File: config.mk
export PLATFORM = sky130hd
export DESIGN_NAME = extended_gcd_bezout
export DESIGN_NICKNAME = d
export VERILOG_FILES = /design/src/design/egb_pkg.sv /design/src/design/egb_divider.sv /design/src/design/egb_datapath.sv /design/src/design/egb_ctrl.sv /design/src/design/extended_gcd_bezout.sv
export SDC_FILE = /design/constraint.sdc
export NUM_CORES = 2
export LEC_CHECK = 0
export BUFFER_PORTS_ARGS = -buffer_cell sky130_fd_sc_hd__buf_2
export CELL_PAD_IN_SITES_DETAIL_PLACEMENT = 0
export CELL_PAD_IN_SITES_GLOBAL_PLACEMENT = 2
export CORE_MARGIN = 5
export CORE_UTILIZATION = 25
export CTS_BUF_LIST = sky130_fd_sc_hd__clkbuf_2 sky130_fd_sc_hd__clkbuf_4 sky130_fd_sc_hd__clkbuf_8
export CTS_CLUSTER_SIZE = 20
export DETAILED_ROUTE_END_ITERATION = 10
export HOLD_SLACK_MARGIN = 0.1
export PLACE_DENSITY_LB_ADDON = 0.12
export SYNTH_ARGS = -nofsm -noshare
export SYNTH_HDL_FRONTEND = slang
export SYNTH_SLANG_ARGS = --single-unit
File: constraint.sdc
create_clock -name clk_i -period 12.95 [get_ports clk_i]
set_input_delay 0.6475 -clock clk_i [delete_from_list [all_inputs] [get_ports clk_i]]
set_output_delay 0.6475 -clock clk_i [all_outputs]
set_load 0.01 [all_outputs]
File: src/design/egb_pkg.sv
`timescale 1ns / 1ps

package egb_pkg;

  // operand and coefficient widths
  localparam int unsigned OPERAND_WIDTH = 31;
  localparam int unsigned COEF_WIDTH    = OPERAND_WIDTH + 1;
  localparam int unsigned CNT_WIDTH     = $clog2(OPERAND_WIDTH + 1);

  // request payload
  typedef struct packed {
    logic [OPERAND_WIDTH-1:0] operand_a;
    logic [OPERAND_WIDTH-1:0] operand_b;
  } egb_in_t;

  // result payload
  typedef struct packed {
    logic [OPERAND_WIDTH-1:0]      gcd_value;
    logic signed [COEF_WIDTH-1:0]  coef_a;
    logic signed [COEF_WIDTH-1:0]  coef_b;
  } egb_out_t;

  // controller to datapath
  typedef struct packed {
    logic load;
    logic div_start;
    logic mul;
    logic upd;
    logic out_load;
  } egb_cmd_t;

  // datapath to controller
  typedef struct packed {
    logic r1_zero;
    logic div_done;
  } egb_status_t;

endpackage

File: src/design/egb_divider.sv
`timescale 1ns / 1ps

module egb_divider (
  input  logic                                  clk_i,
  input  logic                                  rst_ni,
  input  logic                                  start_i,
  input  logic [egb_pkg::OPERAND_WIDTH-1:0]     dividend_i,
  input  logic [egb_pkg::OPERAND_WIDTH-1:0]     divisor_i,
  output logic                                  done_o,
  output logic [egb_pkg::OPERAND_WIDTH-1:0]     quotient_o,
  output logic [egb_pkg::OPERAND_WIDTH-1:0]     remainder_o
);

  localparam int unsigned W = egb_pkg::OPERAND_WIDTH;

  logic [W-1:0]                   quo_q, quo_d;
  logic [W-1:0]                   rem_q, rem_d;
  logic [W-1:0]                   dsr_q, dsr_d;
  logic [egb_pkg::CNT_WIDTH-1:0]  cnt_q, cnt_d;
  logic                           run_q, run_d;
  logic                           done_q, done_d;
  logic [W:0]                     shifted;
  logic [W:0]                     diff;
  logic                           qbit;

  // one restoring step: shift in next dividend bit, trial subtract
  always_comb begin
    shifted = {rem_q, quo_q[W-1]};
    diff    = shifted - {1'b0, dsr_q};
    qbit    = ~diff[W];
  end

  // iteration control and data
  always_comb begin
    quo_d  = quo_q;
    rem_d  = rem_q;
    dsr_d  = dsr_q;
    cnt_d  = cnt_q;
    run_d  = run_q;
    done_d = 1'b0;
    if (start_i) begin
      quo_d = dividend_i;
      rem_d = '0;
      dsr_d = divisor_i;
      cnt_d = egb_pkg::CNT_WIDTH'(W);
      run_d = 1'b1;
    end else if (run_q) begin
      quo_d = {quo_q[W-2:0], qbit};
      rem_d = qbit ? diff[W-1:0] : shifted[W-1:0];
      cnt_d = cnt_q - egb_pkg::CNT_WIDTH'(1);
      if (cnt_q == egb_pkg::CNT_WIDTH'(1)) begin
        run_d  = 1'b0;
        done_d = 1'b1;
      end
    end
  end

  // control registers
  always_ff @(posedge clk_i or negedge rst_ni) begin
    if (!rst_ni) begin
      cnt_q  <= '0;
      run_q  <= 1'b0;
      done_q <= 1'b0;
    end else begin
      cnt_q  <= cnt_d;
      run_q  <= run_d;
      done_q <= done_d;
    end
  end

  // data registers
  always_ff @(posedge clk_i) begin
    quo_q <= quo_d;
    rem_q <= rem_d;
    dsr_q <= dsr_d;
  end

  assign done_o      = done_q;
  assign quotient_o  = quo_q;
  assign remainder_o = rem_q;

endmodule

File: src/design/egb_datapath.sv
`timescale 1ns / 1ps

module egb_datapath (
  input  logic                 clk_i,
  input  logic                 rst_ni,
  input  egb_pkg::egb_cmd_t    cmd_i,
  output egb_pkg::egb_status_t status_o,
  input  egb_pkg::egb_in_t     in_data_i,
  output egb_pkg::egb_out_t    out_data_o
);

  localparam int unsigned W = egb_pkg::OPERAND_WIDTH;
  localparam int unsigned C = egb_pkg::COEF_WIDTH;

  logic [W-1:0]      r0_q, r1_q;
  logic [C-1:0]      s0_q, s1_q, t0_q, t1_q;
  logic [C-1:0]      ps_q, pt_q;
  logic              a_first_q;
  egb_pkg::egb_out_t out_q;
  logic              a_first;
  logic [W-1:0]      div_quo;
  logic [W-1:0]      div_rem;
  logic              div_done;
  logic [C-1:0]      ps_full, pt_full;

  // shared quotient unit
  egb_divider u_div (
    .clk_i       (clk_i),
    .rst_ni      (rst_ni),
    .start_i     (cmd_i.div_start),
    .dividend_i  (r0_q),
    .divisor_i   (r1_q),
    .done_o      (div_done),
    .quotient_o  (div_quo),
    .remainder_o (div_rem)
  );

  // larger operand takes the dividend role, tie goes to b
  assign a_first = in_data_i.operand_a > in_data_i.operand_b;

  // quotient times the newer coefficients, low bits only since values wrap
  always_comb begin
    ps_full = {1'b0, div_quo} * s1_q;
    pt_full = {1'b0, div_quo} * t1_q;
  end

  // remainder and coefficient registers
  always_ff @(posedge clk_i) begin
    if (cmd_i.load) begin
      a_first_q <= a_first;
      r0_q      <= a_first ? in_data_i.operand_a : in_data_i.operand_b;
      r1_q      <= a_first ? in_data_i.operand_b : in_data_i.operand_a;
      s0_q      <= C'(1);
      s1_q      <= '0;
      t0_q      <= '0;
      t1_q      <= C'(1);
    end else if (cmd_i.upd) begin
      r0_q <= r1_q;
      r1_q <= div_rem;
      s0_q <= s1_q;
      s1_q <= s0_q - ps_q;
      t0_q <= t1_q;
      t1_q <= t0_q - pt_q;
    end
    if (cmd_i.mul) begin
      ps_q <= ps_full;
      pt_q <= pt_full;
    end
  end

  // result register, coefficients put back in operand order
  always_ff @(posedge clk_i) begin
    if (cmd_i.out_load) begin
      out_q.gcd_value <= r0_q;
      out_q.coef_a    <= a_first_q ? s0_q : t0_q;
      out_q.coef_b    <= a_first_q ? t0_q : s0_q;
    end
  end

  assign status_o.r1_zero  = (r1_q == '0);
  assign status_o.div_done = div_done;
  assign out_data_o        = out_q;

  // division only started with a nonzero divisor
  assert property (@(posedge clk_i) disable iff (!rst_ni)
    cmd_i.div_start |-> r1_q != '0)
    else $error("division started with zero divisor");

  // remainder is below the divisor when it is taken
  assert property (@(posedge clk_i) disable iff (!rst_ni)
    cmd_i.upd |-> div_rem < r1_q)
    else $error("remainder not below divisor");

  // result only taken once the remainder chain has ended
  assert property (@(posedge clk_i) disable iff (!rst_ni)
    cmd_i.out_load |-> r1_q == '0)
    else $error("result taken before last step");

endmodule

File: src/design/egb_ctrl.sv
`timescale 1ns / 1ps

module egb_ctrl (
  input  logic                 clk_i,
  input  logic                 rst_ni,
  input  logic                 in_valid_i,
  output logic                 in_stall_o,
  output logic                 out_valid_o,
  input  logic                 out_stall_i,
  input  egb_pkg::egb_status_t status_i,
  output egb_pkg::egb_cmd_t    cmd_o
);

  typedef enum logic [5:0] {
    S_IDLE  = 6'b000001,
    S_CHECK = 6'b000010,
    S_DIV   = 6'b000100,
    S_MUL   = 6'b001000,
    S_UPD   = 6'b010000,
    S_DONE  = 6'b100000
  } egb_state_e;

  egb_state_e state_q, state_d;
  logic       out_valid_q, out_valid_d;
  logic       out_free;

  assign out_free = !out_valid_q || !out_stall_i;

  // sequencer
  always_comb begin
    state_d = state_q;
    cmd_o   = '0;
    unique case (state_q)
      S_IDLE: begin
        if (in_valid_i) begin
          cmd_o.load = 1'b1;
          state_d    = S_CHECK;
        end
      end
      S_CHECK: begin
        if (status_i.r1_zero) begin
          state_d = S_DONE;
        end else begin
          cmd_o.div_start = 1'b1;
          state_d         = S_DIV;
        end
      end
      S_DIV: begin
        if (status_i.div_done) begin
          state_d = S_MUL;
        end
      end
      S_MUL: begin
        cmd_o.mul = 1'b1;
        state_d   = S_UPD;
      end
      S_UPD: begin
        cmd_o.upd = 1'b1;
        state_d   = S_CHECK;
      end
      S_DONE: begin
        if (out_free) begin
          cmd_o.out_load = 1'b1;
          state_d        = S_IDLE;
        end
      end
      default: begin
        state_d = S_IDLE;
      end
    endcase
  end

  // output valid flag
  always_comb begin
    out_valid_d = out_valid_q;
    if (out_valid_q && !out_stall_i) begin
      out_valid_d = 1'b0;
    end
    if (cmd_o.out_load) begin
      out_valid_d = 1'b1;
    end
  end

  always_ff @(posedge clk_i or negedge rst_ni) begin
    if (!rst_ni) begin
      state_q     <= S_IDLE;
      out_valid_q <= 1'b0;
    end else begin
      state_q     <= state_d;
      out_valid_q <= out_valid_d;
    end
  end

  assign in_stall_o  = (state_q != S_IDLE);
  assign out_valid_o = out_valid_q;

  // divider finishes only while it is awaited
  assert property (@(posedge clk_i) disable iff (!rst_ni)
    status_i.div_done |-> state_q == S_DIV)
    else $error("divider done outside wait state");

  // never overwrite a result that is still held
  assert property (@(posedge clk_i) disable iff (!rst_ni)
    cmd_o.out_load |-> (!out_valid_q || !out_stall_i))
    else $error("result register overwritten");

  // an accepted request always starts with the zero check
  assert property (@(posedge clk_i) disable iff (!rst_ni)
    (in_valid_i && !in_stall_o) |=> state_q == S_CHECK)
    else $error("request not started");

endmodule

File: src/design/extended_gcd_bezout.sv
// Euclid steps per request: none when the smaller operand is zero, at most 44 for 31-bit operands
// each step runs the zero check, the division, the multiply and the coefficient update in turn
// throughput: one request at a time; the next is taken the cycle after the result is loaded
// each step is set by the shared restoring divider, one quotient bit per cycle
// reset: rst_ni asynchronous active low, returns to idle with no result pending
`timescale 1ns / 1ps

module extended_gcd_bezout (
  input  logic              clk_i,
  input  logic              rst_ni,
  input  logic              in_valid_i,
  output logic              in_stall_o,
  input  egb_pkg::egb_in_t  in_data_i,
  output logic              out_valid_o,
  input  logic              out_stall_i,
  output egb_pkg::egb_out_t out_data_o
);

  egb_pkg::egb_cmd_t    cmd;
  egb_pkg::egb_status_t status;

  // sequencer
  egb_ctrl u_ctrl (
    .clk_i       (clk_i),
    .rst_ni      (rst_ni),
    .in_valid_i  (in_valid_i),
    .in_stall_o  (in_stall_o),
    .out_valid_o (out_valid_o),
    .out_stall_i (out_stall_i),
    .status_i    (status),
    .cmd_o       (cmd)
  );

  // remainders, coefficients and result register
  egb_datapath u_dp (
    .clk_i      (clk_i),
    .rst_ni     (rst_ni),
    .cmd_i      (cmd),
    .status_o   (status),
    .in_data_i  (in_data_i),
    .out_data_o (out_data_o)
  );

endmodule

## Yosys cells after proc, flatten, opt, wreduce, memory -nomap -nowiden

Index checks and enable logic that the tools add are counted.

| word-level totals | value |
|---|---|
| memory bits (read-only) | 0 |
| memories | 0 |
| flip-flop bits (word level) | 457 |
| output and inout bits | 97 |
| logic and storage cells | 82 |
| RAM bits | 0 |
| latch bits | 0 |
| input port bits | 66 |

| cells by class | value |
|---|---|
| reduce and logical (&&, ||, !) cells | 9 |
| $mul | 2 |
| $lt $le $gt $ge | 1 |
| shift operators | 0 |
| bitwise gates (word level) | 1 |
| $add $sub $neg | 4 |
| equality and inequality tests | 11 |
| div/mod/pow operators | 0 |
| mux-type cells | 34 |

Operators by type and width:

| cell | number |
|---|---|
| $mux W31 | 9 |
| $mul A31 B32 Y32 | 2 |
| $mux W32 | 2 |
| $sub A32 B32 Y32 | 2 |
| $pmux W6 S6 | 1 |
| $sub A32 B31 Y32 | 1 |
| $gt A31 B31 Y1 | 1 |
| $logic_not A31 Y1 | 1 |
| $mux W6 | 4 |
| $mux W1 | 16 |
| $mux W5 | 2 |
| $eq A6 B1 Y1 const B | 1 |
| $eq A6 B2 Y1 const B | 1 |
| $eq A6 B3 Y1 const B | 1 |
| $eq A6 B4 Y1 const B | 1 |
| $eq A6 B5 Y1 const B | 1 |
| $eq A6 B6 Y1 const B | 1 |
| $ne A6 B1 Y1 const B | 1 |
| $reduce_bool A2 Y1 | 3 |
| $eq A5 B1 Y1 const B | 1 |
| $sub A5 B1 Y5 const B | 1 |
| $ne A2 B1 Y1 const B | 2 |
| $reduce_and A3 Y1 | 1 |
| $logic_not A1 Y1 | 2 |
| 4 further kinds | 4 |

## Depth between registers and ports, before layout

| logic depth | value |
|---|---|
| depth in word-level cells | 5 |
| depth in mapped cells | 29 |
| gate-level depth less buffers | 27 |

## Modules after synthesis

From an unflattened synthesis, not the netlist that was laid out.

| unflattened totals | value |
|---|---|
| cells, all modules | 5600 |
| area, all modules | 54230.8 um^2 |

Modules (own cells, without submodules):

| module | seq. area each (um^2) | area an instance (um^2) | cells each | instances |
|---|---|---|---|---|
| egb_datapath | 9228.9 | 47759.6 | 4965 | 1 |
| egb_divider | 2657.5 | 6080.8 | 593 | 1 |
| egb_ctrl | 176.4 | 390.4 | 42 | 1 |

## Worst setup path after synthesis

Ideal clock, no wire load.

| timing path | value |
|---|---|
| kind | register to register |
| start point | reg u_dp.u_div.quo_q[4] (netlist: u_dp.u_div.quotient_o[4]) |
| end point | reg u_dp.ps_q[30] (data pin) |
| data required time | 12.692 ns |
| cell stages (with the launch flop) | 27 |
| library setup time | 0.258 ns |
| clock period less this slack | 7.137 ns |
| path buffers | 2 |
| data arrival time | 6.880 ns |
| setup slack | 5.813 ns |
| path through | edfxtp_1 > clkbuf_1 > clkbuf_1 > nand2_1 > fa_1 > fa_1 > inv_1 > fa_1 > inv_1 > fa_1 > inv_1 > fa_1 > fa_1 > inv_1 > fa_1 > fa_1 > inv_1 > ha_1 > a21o_1 > a21oi_1 > nor2_1 > a311o_1 > or3_1 > o21ai_1 > o311ai_0 > a21oi_1 > xnor2_1 |

| between the ends | value |
|---|---|
| longest elaborated chain between the ends | 1 |

Ends and longest elaborated chain:

| what | RTL line | text |
|---|---|---|
| from (decl) | egb_divider.sv:16 | `logic [W-1:0] quo_q, quo_d;` |
| from (signal assigned) | egb_divider.sv:73 | `quo_q <= quo_d;` |
| $mul A31 B32 Y32 | egb_datapath.sv:43 | `ps_full = {1'b0, div_quo} * s1_q;` |
| via u_dp.ps_full[30] | egb_datapath.sv:24 | `logic [C-1:0] ps_full, pt_full;` |
| to (signal assigned) | egb_datapath.sv:66 | `ps_q <= ps_full;` |
| to (decl) | egb_datapath.sv:17 | `logic [C-1:0] ps_q, pt_q;` |

The timed path passes the listed nets, and every way through them passes these cells.
A chain may end at the register's enable or synchronous reset.

## Worst setup path after layout

| timing path | value |
|---|---|
| start point | reg u_dp.u_div.quo_q[6] (netlist: u_dp.u_div.quotient_o[6]) |
| end point | reg u_dp.ps_q[30] (data pin) |

The elaborated chain is that of the path after synthesis.

==> results_dict.tcl <==
set metrics [dict create \
    power_switching_share 0.4704 \
    cp-startpoint "u_dp.u_div.quotient_o[6]$_DFFE_PP_" \
    grt_pass1_vias 42290 \
    cts_tree "built" \
    grt_util_all_layers 0.1868 \
    crit_fanout 39 \
    p_int_uw 3608 \
    first_pass_iters 5 \
    setup_viol 0 \
    tightest_slew_ns 1.148 \
    fp.dieArea_um2 224100 \
    ant_nets 0 \
    syn_avg_cell_area_um2 9.441 \
    status "finished, final reports clean" \
    postCtsSetupRepairBufs 0 \
    path_class "reg2reg" \
    yosysSeqAreaShare 0.2247 \
    end_kind "flop" \
    grt-ovfl-total 0 \
    synth_seq_cells 457 \
    layout_common_cells "nand2_1, inv_1, fa_1, and2_1, ha_1" \
    synth_top_cell_area_share 0.3062 \
    leakagePower_uw 0.02757 \
    clock_path_buffers 3 \
    synth_edf_count 284 \
    synth.largest_area_cell "fa_1" \
    drv_cap 0 \
    ys_top_cells_by_area "fa_1, edfxtp_1, ha_1, nand2_1, inv_1" \
    viasPerCell 4.491 \
    period_share 0.6282 \
    start_kind "flop" \
    powerDensity_nw_per_um2 114.3 \
    fin_crit_ns 8.135 \
    synth_nets 6939 \
    rsz0062_at_grt "false" \
    ios 163 \
    placed_cell_area_um2 57730 \
    yosys_warnings 0 \
    antenna_found_initial 11 \
    routed_wirelength_um 207900 \
    via_count 38890 \
    die_w_um 473.4 \
    synth.distinct_cells 78 \
    p_seq_frac 0.314 \
    crit_required_ns 13.49 \
    wl_per_cell_um 24.01 \
    root_buffer "clkbuf_8" \
    reg2reg_to "u_dp.ps_q[30]$_DFFE_PP_" \
    areaGrowthSynthToFinish_pct 11.07 \
    max-slew-margin-rel 0.2339 \
    ys.flop_type "edfxtp_1" \
    netlist_instances 5686 \
    clkSinkCount 457 \
    min_path_type "in2reg" \
    drcViolationCount 0 \
    p_clk_frac 0.235 \
    initial_utilization 0.2506 \
    p_comb_frac 0.451 \
    endpoint "u_dp.ps_q[30]$_DFFE_PP_" \
    slew_viol_final 0 \
    grt_max_degree 66 \
    die_y_um 473.4 \
    ctsResizeCount 0 \
    numCtsBuffers 89 \
    coreArea_um2 214200 \
    row_count 170 \
    port_buffers 162 \
    final_common_cell "nand2_1" \
    tns_ns 0 \
    r2r_start "u_dp.u_div.quotient_o[6]$_DFFE_PP_" \
    r2r_cells 25 \
    vdd_drop_max_mv 0.1329 \
    crit_arrival_ns 8.68 \
    r2r_slack_ns 4.81 \
    clk_latency_ns 0.81 \
    clkTransAtPathRegs_ns 0.07 \
    switchingPower_uw 3205 \
    cts_hold_buf 2 \
    final_layout_size_suffix_gt1_frac 0.08842 \
    hold_depth 3 \
    htreeDepth 3 \
    syn_area_um2 53680 \
    finClkSkew_ns 0.04634 \
    max_freq_ghz 0.1229 \
    stdcell_area_um2 59620 \
    grt_pass1_wl_um 305400 \
    drt_iter0_drc 2058 \
    post-dp-hpwl_um 158400 \
    gp_congestion 0.8183 \
    fin_nets 6990 \
    ys_async_sr_fraction 0.03063 \
    hold_viol 0 \
]
## registers in the layout, indices dropped and copies added, names as in the netlist, 5 cells and up
signal / cells
u_dp.out_data_o: 95
u_dp.ps_q: 32
u_dp.pt_q: 32
u_dp.s0_q: 32
u_dp.s1_q: 32
u_dp.t0_q: 32
u_dp.t1_q: 32
u_dp.r0_q: 31
u_dp.r1_q: 31
u_dp.u_div.dsr_q: 31
u_dp.u_div.quotient_o: 31
u_dp.u_div.remainder_o: 31
u_ctrl.state_q: 6
u_dp.u_div.cnt_q: 5
## synth_stat cells (12+ instances only)
| cell | n |
|---|---|
| nand2_1 | 1001 |
| inv_1 | 906 |
| fa_1 | 821 |
| and2_1 | 494 |
| ha_1 | 366 |
| clkbuf_1 | 287 |
| edfxtp_1 | 284 |
| o21ai_0 | 245 |
| xnor2_1 | 183 |
| dfxtp_1 | 159 |
| a21oi_1 | 140 |
| nor2_1 | 77 |
| mux2i_1 | 66 |
| a21o_1 | 63 |
| xor2_1 | 63 |
| mux2_2 | 60 |
| a31oi_1 | 44 |
| nand3_1 | 44 |
| nor3_1 | 27 |
| o21bai_1 | 27 |
| nand2b_1 | 25 |
| nand4_1 | 22 |
| and3_1 | 21 |
| o21a_1 | 21 |
| nor2b_1 | 19 |
| a211oi_1 | 13 |
| dfrtp_1 | 13 |
| nor4_1 | 13 |
| o211ai_1 | 13 |
| or3_1 | 13 |
| buf_1 | 12 |
| o21ai_1 | 12 |
## stage by stage
step           std cells  hold slack, ns  utilization  setup slack, ns  total power, uW
2_1_floorplan       5686          0.3519            -            5.813             3861
3_3_place_gp        8482          0.4352       0.2695            4.817             5330
3_5_place_dp        8482          0.4386       0.2695            4.792             5310
4_1_cts             8651          0.1290       0.2783            4.741             6994
5_1_grt             8652          0.2034       0.2783            4.558             7291
6_report            8659          0.2503       0.2784            4.815             6813
## cell type report
cell class                 instances  area [um2]
fill                           22910      154600
antenna                            8       20.02
clock inverter                    42       291.5
sequential                       457       12060
tap                             2838        3551
multi-input combinational       4004       37020
clock buffer                     125        1564
inverter                         909        3413
timing repair buffer             276        1697
## how the worst min path moves through the flow
stage                                endpoint  slack [ns]                 startpoint
6_report       u_ctrl.out_valid_o$_DFFE_PN0P_        0.25                out_stall_i
4_1_cts        u_ctrl.out_valid_o$_DFFE_PN0P_        0.13                out_stall_i
5_1_grt        u_ctrl.out_valid_o$_DFFE_PN0P_        0.20                out_stall_i
3_5_place_dp    u_dp.out_data_o[78]$_DFFE_PP_        0.44    u_dp.r0_q[14]$_DFFE_PP_
3_3_place_gp        u_dp.t0_q[7]$_SDFFE_PP0P_        0.44  u_dp.t1_q[7]$_SDFFE_PP0P_
2_1_floorplan  u_ctrl.out_valid_o$_DFFE_PN0P_        0.35                     rst_ni
## power by group through the flow
stage | combinational [uW] | clock [uW] | sequential [uW]
after detailed placement | 3130 | 0 | 2170
after floorplan | 1840 | 0 | 2020
final | 3070 | 1600 | 2140
after global placement | 3160 | 0 | 2170
after CTS | 3160 | 1690 | 2150
after global routing | 3390 | 1730 | 2170
## logic make-up after synthesis
| kind of cell | count (synthesis) | share of synthesized area |
|---|---|---|
| buffers and inverters | 1225 | 0.08645 |
| flip-flops | 457 | 0.2247 |
| AND/OR/NAND/NOR | 1782 | 0.1566 |
| XOR/XNOR | 246 | 0.04014 |
| adder cells (fa/ha/maj) | 1187 | 0.3915 |
| AO/OA/AOI/OAI | 663 | 0.07575 |
| multiplexers | 126 | 0.02489 |
## critical path, stage by stage (launching register included)
cell	delay [ns]
edfxtp_1	0.35
buf_4	0.30
buf_4	0.48
and2_1	0.23
fa_1	0.44
fa_1	0.52
inv_1	0.06
fa_1	0.48
fa_1	0.50
inv_1	0.06
fa_1	0.52
inv_1	0.07
fa_1	0.56
fa_1	0.43
fa_1	0.49
inv_1	0.05
ha_1	0.35
a21o_1	0.19
a21oi_1	0.14
nor2_1	0.05
a311o_1	0.41
or3_1	0.38
o21ai_1	0.24
o311ai_0	0.20
a21oi_1	0.22
xnor2_1	0.08
## metal layers
layer	share of wire	routed length, um	global-route usage
met3	0.031	6526	0.01644
met4	0.017	3450	0.03569
met2	0.48	99360	0.3170
met5	0	0	0
met1	0.47	98540	0.2611
No activity file was read; power rests on OpenSTA's default activity.
